<file path="src/rtl/scad_pkg.sv">
package scad_pkg;

  localparam int TABLE_ENTRIES = 96;

  // key codes (low 7 bits of the scan byte)
  localparam logic [6:0] KEY_CTRL     = 7'h1D;
  localparam logic [6:0] KEY_LSHIFT   = 7'h2A;
  localparam logic [6:0] KEY_RSHIFT   = 7'h36;
  localparam logic [6:0] KEY_ALT      = 7'h38;
  localparam logic [6:0] KEY_CAPS     = 7'h3A;
  localparam logic [6:0] KEY_NUM      = 7'h45;
  localparam logic [6:0] KEY_SCROLL   = 7'h46;
  localparam logic [6:0] KEYPAD_FIRST = 7'h47;
  localparam logic [6:0] KEYPAD_LAST  = 7'h53;

  localparam logic [7:0] PREFIX_MIN   = 8'hE0;
  localparam logic [7:0] NULL_CODE    = 8'h00;

  localparam logic [6:0] ASCII_LC_A   = 7'h61;
  localparam logic [6:0] ASCII_LC_Z   = 7'h7A;

  // led_bits order (MSB first): caps, num, scroll
  localparam logic [2:0] LED_RESET    = 3'b010;

  typedef logic [6:0] ascii_t;

  localparam ascii_t SHIFT_MAP [TABLE_ENTRIES] = '{
    7'h00, 7'h1B, 7'h21, 7'h40, 7'h23, 7'h24, 7'h25, 7'h5E,
    7'h26, 7'h2A, 7'h28, 7'h29, 7'h5F, 7'h2B, 7'h08, 7'h09,
    7'h51, 7'h57, 7'h45, 7'h52, 7'h54, 7'h59, 7'h55, 7'h49,
    7'h4F, 7'h50, 7'h7B, 7'h7D, 7'h0A, 7'h00, 7'h41, 7'h53,
    7'h44, 7'h46, 7'h47, 7'h48, 7'h4A, 7'h4B, 7'h4C, 7'h3A,
    7'h22, 7'h7E, 7'h00, 7'h7C, 7'h5A, 7'h58, 7'h43, 7'h56,
    7'h42, 7'h4E, 7'h4D, 7'h3C, 7'h3E, 7'h3F, 7'h00, 7'h2A,
    7'h00, 7'h20, 7'h00, 7'h00, 7'h00, 7'h00, 7'h00, 7'h00,
    7'h00, 7'h00, 7'h00, 7'h00, 7'h00, 7'h00, 7'h00, 7'h37,
    7'h38, 7'h39, 7'h2D, 7'h34, 7'h35, 7'h36, 7'h2B, 7'h31,
    7'h32, 7'h33, 7'h30, 7'h2E, 7'h00, 7'h00, 7'h00, 7'h00,
    7'h00, 7'h00, 7'h00, 7'h00, 7'h00, 7'h00, 7'h00, 7'h00
  };

  localparam ascii_t PLAIN_MAP [TABLE_ENTRIES] = '{
    7'h00, 7'h1B, 7'h31, 7'h32, 7'h33, 7'h34, 7'h35, 7'h36,
    7'h37, 7'h38, 7'h39, 7'h30, 7'h2D, 7'h3D, 7'h08, 7'h09,
    7'h71, 7'h77, 7'h65, 7'h72, 7'h74, 7'h79, 7'h75, 7'h69,
    7'h6F, 7'h70, 7'h5B, 7'h5D, 7'h0A, 7'h00, 7'h61, 7'h73,
    7'h64, 7'h66, 7'h67, 7'h68, 7'h6A, 7'h6B, 7'h6C, 7'h3B,
    7'h27, 7'h60, 7'h00, 7'h5C, 7'h7A, 7'h78, 7'h63, 7'h76,
    7'h62, 7'h6E, 7'h6D, 7'h2C, 7'h2E, 7'h2F, 7'h00, 7'h2A,
    7'h00, 7'h20, 7'h00, 7'h00, 7'h00, 7'h00, 7'h00, 7'h00,
    7'h00, 7'h00, 7'h00, 7'h00, 7'h00, 7'h00, 7'h00, 7'h00,
    7'h00, 7'h00, 7'h2D, 7'h00, 7'h00, 7'h00, 7'h2B, 7'h00,
    7'h00, 7'h00, 7'h00, 7'h00, 7'h00, 7'h00, 7'h00, 7'h00,
    7'h00, 7'h00, 7'h00, 7'h00, 7'h00, 7'h00, 7'h00, 7'h00
  };

endpackage

</file>
<file path="src/rtl/scan_code_to_ascii_decoder.sv">
// Channel  | Handshake                  | Word
// ---------+----------------------------+----------------------------------------------
// scan     | scan_valid / scan_ready    | scan_code[7:0]
// result   | result_valid / result_ready| char_valid, char_code[6:0], led_write,
//          |                            | led_bits[2:0], shift_held, ctrl_held, alt_held
//
// One word in, one word out. Sustained rate is one word per cycle while result_ready stays high.
// Each word passes through the input register, then is decoded into the result register.
// The decode reads and updates the key/lock flags in the same cycle, so the flags
// always match the word held in the result register.
// scan_ready = input register empty or moving on; a stalled result holds both stages.
// Synchronous reset empties both stages and sets num lock, all other flags clear.
module scan_code_to_ascii_decoder (
  input  logic       clk,
  input  logic       rst,
  input  logic       scan_valid,
  output logic       scan_ready,
  input  logic [7:0] scan_code,
  output logic       result_valid,
  input  logic       result_ready,
  output logic       char_valid,
  output logic [6:0] char_code,
  output logic       led_write,
  output logic [2:0] led_bits,
  output logic       shift_held,
  output logic       ctrl_held,
  output logic       alt_held
);
  import scad_pkg::*;

  // input stage
  logic [7:0] code;
  logic       code_valid;

  // key and lock state; these drive the status outputs directly
  logic shift_flag, ctrl_flag, alt_flag;
  logic caps_flag, num_flag, scroll_flag;
  logic prefix_pending;

  logic shift_next, ctrl_next, alt_next;
  logic caps_next, num_next, scroll_next;
  logic prefix_next;
  logic led_next;
  ascii_t ch_next;

  logic advance;

  // the decode stage moves when it holds a word and the result slot is free
  assign advance    = code_valid && (!result_valid || result_ready);
  assign scan_ready = !code_valid || advance;

  always_comb begin
    logic [6:0] key;
    logic       pressed;
    logic       in_table;
    ascii_t     plain;
    ascii_t     shifted;
    logic       use_shifted;

    key      = code[6:0];
    pressed  = !code[7];
    in_table = key < 7'(TABLE_ENTRIES);
    plain    = in_table ? PLAIN_MAP[key] : '0;
    shifted  = in_table ? SHIFT_MAP[key] : '0;

    // keypad follows num lock, letters follow shift xor caps, the rest shift
    priority if (key >= KEYPAD_FIRST && key <= KEYPAD_LAST) begin
      use_shifted = num_flag;
    end else if (plain >= ASCII_LC_A && plain <= ASCII_LC_Z) begin
      use_shifted = shift_flag ^ caps_flag;
    end else begin
      use_shifted = shift_flag;
    end

    shift_next  = shift_flag;
    ctrl_next   = ctrl_flag;
    alt_next    = alt_flag;
    caps_next   = caps_flag;
    num_next    = num_flag;
    scroll_next = scroll_flag;
    prefix_next = prefix_pending;
    led_next    = 1'b0;
    ch_next     = '0;

    priority if (code == NULL_CODE) begin
      // null byte: nothing happens, prefix kept
    end else if (code >= PREFIX_MIN && !prefix_pending) begin
      prefix_next = 1'b1;
    end else begin
      // prefixed byte (even another 0xE0+) is treated as its base key
      prefix_next = 1'b0;
      unique case (key)
        KEY_CTRL:   ctrl_next = pressed;
        KEY_LSHIFT,
        KEY_RSHIFT: shift_next = pressed;
        KEY_ALT:    alt_next = pressed;
        KEY_CAPS: begin
          caps_next = caps_flag ^ pressed;
          led_next  = 1'b1;
        end
        KEY_NUM: begin
          num_next = num_flag ^ pressed;
          led_next = 1'b1;
        end
        KEY_SCROLL: begin
          scroll_next = scroll_flag ^ pressed;
          led_next    = 1'b1;
        end
        default: begin
          if (pressed) begin
            ch_next = use_shifted ? shifted : plain;
          end
        end
      endcase
    end
  end

  always_ff @(posedge clk) begin
    if (rst) begin
      code_valid     <= 1'b0;
      result_valid   <= 1'b0;
      shift_flag     <= 1'b0;
      ctrl_flag      <= 1'b0;
      alt_flag       <= 1'b0;
      caps_flag      <= 1'b0;
      num_flag       <= 1'b1;
      scroll_flag    <= 1'b0;
      prefix_pending <= 1'b0;
    end else begin
      if (scan_ready) begin
        code_valid <= scan_valid;
      end
      if (advance) begin
        result_valid   <= 1'b1;
        shift_flag     <= shift_next;
        ctrl_flag      <= ctrl_next;
        alt_flag       <= alt_next;
        caps_flag      <= caps_next;
        num_flag       <= num_next;
        scroll_flag    <= scroll_next;
        prefix_pending <= prefix_next;
      end else if (result_ready) begin
        result_valid <= 1'b0;
      end
    end
  end

  // payload registers, no reset
  always_ff @(posedge clk) begin
    if (scan_valid && scan_ready) begin
      code <= scan_code;
    end
    if (advance) begin
      char_valid <= ch_next != '0;
      char_code  <= ch_next;
      led_write  <= led_next;
    end
  end

  assign led_bits   = {caps_flag, num_flag, scroll_flag};
  assign shift_held = shift_flag;
  assign ctrl_held  = ctrl_flag;
  assign alt_held   = alt_flag;

endmodule

</file>
<file path="config.mk">
export PLATFORM = sky130hd
export DESIGN_NAME = scan_code_to_ascii_decoder
export DESIGN_NICKNAME = d
export VERILOG_FILES = /design/src/rtl/scad_pkg.sv /design/src/rtl/scan_code_to_ascii_decoder.sv
export SDC_FILE = /design/constraint.sdc
export NUM_CORES = 1
export LEC_CHECK = 0
export BUFFER_PORTS_ARGS = -buffer_cell sky130_fd_sc_hd__buf_2
export CORE_AREA = 4 4 103 85
export DETAILED_ROUTE_END_ITERATION = 6
export DIE_AREA = 0 0 107 89
export PLACE_DENSITY = 0.5
export SLEW_MARGIN = 20
export SYNTH_ARGS = -nofsm -noshare
export SYNTH_HDL_FRONTEND = slang
export SYNTH_SLANG_ARGS = --single-unit
</file>
<file path="constraint.sdc">
create_clock -name clk -period 8.1 [get_ports clk]
set_clock_uncertainty 0.2 [all_clocks]
set_input_delay 1.215 -clock clk [delete_from_list [all_inputs] [get_ports clk]]
set_output_delay 1.215 -clock clk [all_outputs]
set_load 0.03 [all_outputs]
</file>
Word-level counts from Yosys, hierarchy flattened. Memories as Yosys holds them, arrays and structs flattened. Cells that the tools add are included.

Bitwise gates (word level): 7. Multiplexer cells: 17. Equal/unequal tests: 7. Magnitude comparators: 7. Reductions and logical operators: 25.

Operators by type and width (count): 2-to-1 mux 7 bit (11); equality test 7 x 6 -> 1 bit, second input constant (4); AND reduction 4 bit (6); >= comparator 8 bit, second input constant (2); equality test 7 bit, second input constant (2); >= comparator 7 bit, second input constant (2); less-or-equal comparator 7 bit, second input constant (2); logical NOT 8 bit (1); NOT 7 -> 8 bit (1); equality test 7 x 5 -> 1 bit, second input constant (1); less-than comparator 7 bit, second input constant (1); nonzero test 7 bit (1); OR reduction 7 bit (1); 2-to-1 mux 1 bit (6); logical AND 1 bit (5); logical NOT 1 bit (4); OR reduction 2 bit (2); bitwise XOR 1 bit (4); OR reduction 3 bit (1); logical OR 1 bit (2); NOT 1 bit (2); AND reduction 2 bit (1); nonzero test 2 bit (1).

ROM bits: 1792. Word-level logic and storage cells: 78. Memories kept: 2. Output and inout bits: 17. Bits of input ports: 12. Register bits after elaboration: 26.

Memory list: (no name shown) (depth 128, bits a word 7, rd ports 1, clocked after memory_dff 0, wr ports 0, line scan_code_to_ascii_decoder.sv:64) `shifted = in_table ? SHIFT_MAP[key] : '0;`; (no name shown) (depth 128, bits a word 7, rd ports 1, clocked after memory_dff 0, wr ports 0, line scan_code_to_ascii_decoder.sv:63) `plain = in_table ? PLAIN_MAP[key] : '0;`.

Depth between registers and ports, before layout.
Depth in word-level cells: 15. Mapped depth: 13. Gate-level depth less buffers: 11.

Least setup slack after synthesis. Ideal clock, no wire load.

Path kind: register to register. Start point: register code[1]. End point: register char_code[0], data pin. Stages on the path, launching flop included: 13. Setup slack: 4.313 ns. Data arrival time: 3.327 ns. Setup time: 0.260 ns. Required time: 7.640 ns. Path buffers: 1. Clock period less this slack: 3.787 ns. Cells stage by stage: edfxtp_1 clkbuf_1 inv_1 ha_1 nor2_1 o21a_1 a32o_1 or3b_4 o211ai_2 o2111ai_2 or3_4 nand3_4 mux2_4.

Cells in the longest elaborated chain, start to end: 14. Elaborated cells between the ends (all ways): 34. Those cells by class: 6 x order compare; 7 x eq/ne; 13 x mux; 1 x bitwise; 5 x reduce/logical; 2 x memory.

Ends and longest elaborated chain: from (decl) (line scan_code_to_ascii_decoder.sv:32) `logic [7:0] code;`; from (signal assigned) (line scan_code_to_ascii_decoder.sv:151) `code <= scan_code;`; NOT 7 -> 8 bit (implied by the code) (line scan_code_to_ascii_decoder.sv:63, scan_code_to_ascii_decoder.sv:64); memory (128 x 7 bit); 2-to-1 mux 7 bit (implied by the code) (2 in series) (line scan_code_to_ascii_decoder.sv:63); 2-to-1 mux 7 bit (line scan_code_to_ascii_decoder.sv:63); >= comparator 7 bit / less-or-equal comparator 7 bit (equally long branches) (line scan_code_to_ascii_decoder.sv:69) `end else if (plain >= ASCII_LC_A && plain <= ASCII_LC_Z) begin`; logical AND 1 bit (line scan_code_to_ascii_decoder.sv:69); 2-to-1 mux 1 bit (line scan_code_to_ascii_decoder.sv:69); 2-to-1 mux 1 bit (line scan_code_to_ascii_decoder.sv:67) `priority if (key >= KEYPAD_FIRST && key <= KEYPAD_LAST) begin`; 2-to-1 mux 7 bit (line scan_code_to_ascii_decoder.sv:111) `ch_next = use_shifted ? shifted : plain;`; 2-to-1 mux 7 bit (line scan_code_to_ascii_decoder.sv:110) `if (pressed) begin`; 2-to-1 mux 7 bit (line scan_code_to_ascii_decoder.sv:92) `unique case (key)`; 2-to-1 mux 7 bit (line scan_code_to_ascii_decoder.sv:87) `end else if (code >= PREFIX_MIN && !prefix_pending) begin`; 2-to-1 mux 7 bit (*) (line scan_code_to_ascii_decoder.sv:85) `priority if (code == NULL_CODE) begin`; net ch_next[0] (line scan_code_to_ascii_decoder.sv:44) `ascii_t ch_next;`; to (signal assigned) (line scan_code_to_ascii_decoder.sv:155) `char_code <= ch_next;`; to (decl) (line scan_code_to_ascii_decoder.sv:22) `output logic [6:0] char_code,`.

Mark *: on every way through the listed nets, which the timed path passes. The rest lies on a longest branch. The select of a mux whose other input is x is not followed. A chain may end at the register's enable or synchronous reset.

Worst setup path in the final report.
Start point: register code[1]. End point: register char_code[3], data pin.

The elaborated chain is that of the path after synthesis.

==> metrics.md <==
| Metric | Value |
|---|---|
| PD cells | `132 nW/µm²` |
| Clock transition at the registers of the reported paths | `~0.1 ns` |
| Synth Instances | `between 300 and 400` |
| Unrepaired setup endpoints after global routing | `false` |
| Cts repair resizes | `0` |
| Floorplan die width | `107 µm` |
| Data arrival time of the worst path | `just under 4 ns` |
| Worst hold path type | `flop to flop` |
| Cell Count, Final, Fillers Out | `approximately 460` |
| GR Overflow Total | `0` |
| Setup slack after layout | `4.00 ns` |
| Post-route clock period utilization | `0.506` |
| Top-count cell post-synth | `nor2_1` |
| Via density | `slightly below 6` |
| Max capacitance violation total | `0` |
| ANT cells | `0` |
| Final Total Pwr | `around 0.38 mW` |
| Post-layout nets | `377` |
| Count of nets left with antenna violations after detail routing | `0` |
| Largest fanout of any net on the critical path | `16` |
| HPWL after DPL | `a little under 6000 µm` |
| Most numerous cell types in the synthesized netlist | `nor2_1, nand2_1, a21oi_1` |
| Primary FF master, synth | `edfxtp_1` |
| Slowest cell on the critical path | `edfxtp_1` |
| Placeable core area | `7760 µm²` |
| # rows | `29` |
| TritonCTS clock tree | `yes` |
| Synth area leader | `edfxtp_1` |
| Part of the power in combinational logic | `0.312` |
| TritonCTS Buffers | `3` |
| Number of remaining DRC errors | `0` |
| Share of the yosys chip area belonging to registers | `0.260` |
| Delay of the slowest critical-path stage | `0.69 ns` |
| Count of buffer and inverter cells on the critical path | `1` |
| Flip-flop and latch count after synthesis | `26` |
| Proportion of layout cells with a drive suffix above 1 | `0.165` |
| Area occupied by registers | `slightly below 700 µm²` |
| Count of port buffers added during placement | `28` |
| Leak | `approximately 1.1 nW` |
| Required time at the worst-slack endpoint | `between 7 and 8 ns` |
| # hold bufs at CTS | `0` |
| Antenna violations before repair | `0` |
| Maximum level of the CTS H-tree | `1` |
| Switching component of the power | `between 0.1 and 0.15 mW` |
| Root buffer cell | `clkbuf_8` |
| Overall routed net length | `around 8000 µm` |
| Timing-limited maximum frequency | `244 MHz` |
| Fraction of post-synthesis cell area in the top cell type by area | `0.192` |
| Routability congestion estimate from global placement | `about 0.96` |
| Number of DRC markers in iteration 0 | `~260` |
| Worst-case setup slack after placement | `between 4 and 5 ns` |
| Syn. warnings | `0` |
| Final setup violation count | `0` |
| Maximum buffer depth of the clock tree | `2` |
| Gr usage total | `0.170` |
| Share of flip-flops with an asynchronous set or reset | `0` |
| Internal Dissipation | `about 0.26 mW` |
| Slew headroom | `0.331` |
| Sink count of the clock tree | `26` |
| Mean instance size in the synthesized netlist | `~7.8 µm²` |
| Net switching share of the total power | `0.330` |
| DR pass1 iterations | `5` |
| Routed length per instance | `between 15 and 20 µm` |
| Starting Density | `0.342` |
| Largest net degree at the start of global routing | `47` |
| Post-Synthesis Net Count | `367` |
| Via Count | `between 2000 and 3000` |
| Via count of the first global-routing pass | `between 2000 and 2500` |
| Max-slew violation total from the final report | `0` |
| Min Tclk post-route | `slightly above 4 ns` |
| Count of flip-flops with a built-in enable after synthesis | `17` |
| Netlist cell types | `71` |
| Number of buffers added for setup after CTS | `0` |
| I/O pins | `29` |
| Die area | `9520 µm²` |
| Clock network fraction of design power | `0.285` |
| Hold_ws | `between 0.2 and 0.3 ns` |
| Fillers | `between 800 and 900` |
| Placed Instances | `between 400 and 500` |
| Power share of the sequential group | `0.403` |
| Largest vdd supply drop | `~91 µV` |
| Status | `finished clean` |
| Critical path class | `flop to flop` |
| Sum Neg Setup Slack | `0 ns` |
| Crit path launch type | `flop` |
| Clock latency on the worst-skew pair | `approximately 0.27 ns` |
| Syn-to-layout area delta | `8.68%` |
| Cell area after synthesis | `approximately 2700 µm²` |
| Ordered cell list for the critical path | `inv_1 -> ha_1 -> nor2_1 -> o21a_1 -> a32o_1 -> or3b_4 -> o211ai_2 -> o2111ai_2 -> or3_4 -> nand3_4 -> mux2_4` |
| Global-route wire length before repair | `between 10000 and 15000 µm` |
| Combined area of the multi-input logic cells | `roughly 1800 µm²` |
| Final number of hold-violating endpoints | `0` |
| Slew @ Worst Pin | `roughly 1.0 ns` |
| Largest delay share family, worst path | `simple AND/OR/NAND/NOR gates` |
| Dominant cells by area after synthesis | `edfxtp_1, dfxtp_1, nor2_1` |
| Crit path capture type | `flop` |
| Vertical die dimension | `slightly below 90 µm` |
==> final timing paths <==
| path | from | end | slack, ns | cells after the start |
|---|---|---|---|---|
| worst max-delay path | code[1]$_DFFE_PP_ | char_code[3]$_DFFE_PP_ | 4.00 | 11 |
| worst min register to register | alt_held$_SDFFE_PP0P_ | alt_held$_SDFFE_PP0P_ | 0.28 | 2 |
| worst max register to register | code[1]$_DFFE_PP_ | char_code[3]$_DFFE_PP_ | 4.00 | 11 |
| worst min-delay path | alt_held$_SDFFE_PP0P_ | alt_held$_SDFFE_PP0P_ | 0.28 | 2 |
==> state kept, by name, indices dropped and copies added (netlist names) <==
register	flops
code_valid	1
scroll_flag	1
num_flag	1
prefix_pending	1
char_valid	1
char_code	7
result_valid	1
shift_held	1
ctrl_held	1
alt_held	1
led_write	1
caps_flag	1
code	8
==> worst reg2reg max path: stages (launching register included) <==
cell and delay, ns:
edfxtp_1 0.69, inv_1 0.27, ha_1 0.42, nor2_1 0.15, o21a_1 0.23, a32o_1 0.21, or3b_4 0.41, o211ai_2 0.18
o2111ai_2 0.17, or3_4 0.46, nand3_4 0.15, mux2_4 0.31
==> power by group through the flow <==
stage	Clock, mW	Sequential [mW]	Combinational (mW)
after detailed placement	0	0.156	0.115
after global placement	0	0.157	0.119
after CTS	0.114	0.153	0.116
after floorplan	0	0.161	0.0828
after global routing	0.117	0.154	0.129
final	0.109	0.153	0.119
==> metrics by stage <==
stage / cell area (µm²) / util
2_1_floorplan: 2650 / -
3_3_place_gp: 2810 / 0.362
3_5_place_dp: 2810 / 0.362
4_1_cts: 2880 / 0.371
5_1_grt: 2880 / 0.371
6_report: 2880 / 0.371
==> layout by cell type, fill, tap and decap left out, types with 9 or more instances in the layout <==
master	synthesis	routed
nor2b_1	12	12
buf_2	6	28
o21ai_0	23	23
edfxtp_1	17	17
nand3_1	12	12
nand2_1	35	35
dfxtp_1	9	9
ha_1	13	13
nor2_1	44	44
a21oi_1	24	24
==> per-layer routing <==
layer	vias up	global-route usage	wire length (µm)
met5	-	0	0
met4	0	0.0476	228
met3	27	0.0513	746
met2	127	0.254	3420
met1	1258	0.239	3730
li1	1278	-	-
==> final cells by class <==
| cell class | instances | area share |
|---|---|---|
| Clock buffer | 3 | 0.0143 |
| Clock inverter | 1 | 0.0104 |
| Inverter | 8 | 0.0104 |
| Multi-Input combinational cell | 281 | 0.619 |
| Sequential cell | 26 | 0.240 |
| Tap cell | 108 | 0.0469 |
| Timing Repair Buffer | 32 | 0.0590 |
==> cell families (layout without fill, tap and decap cells) <==
family | Yosys count | in the layout | synth area share
and+or+nand+nor | 142 | 142 | 0.266
AOI/OAI and AO/OA | 113 | 113 | 0.292
buffers and inverters | 35 | 44 | 0.0665
DFF | 26 | 26 | 0.260
adders and majority gates | 13 | 13 | 0.0613
muxes | 8 | 8 | 0.0377
xor gates and xnor gates | 5 | 5 | 0.0165
(Power assumes the default switching activity.)
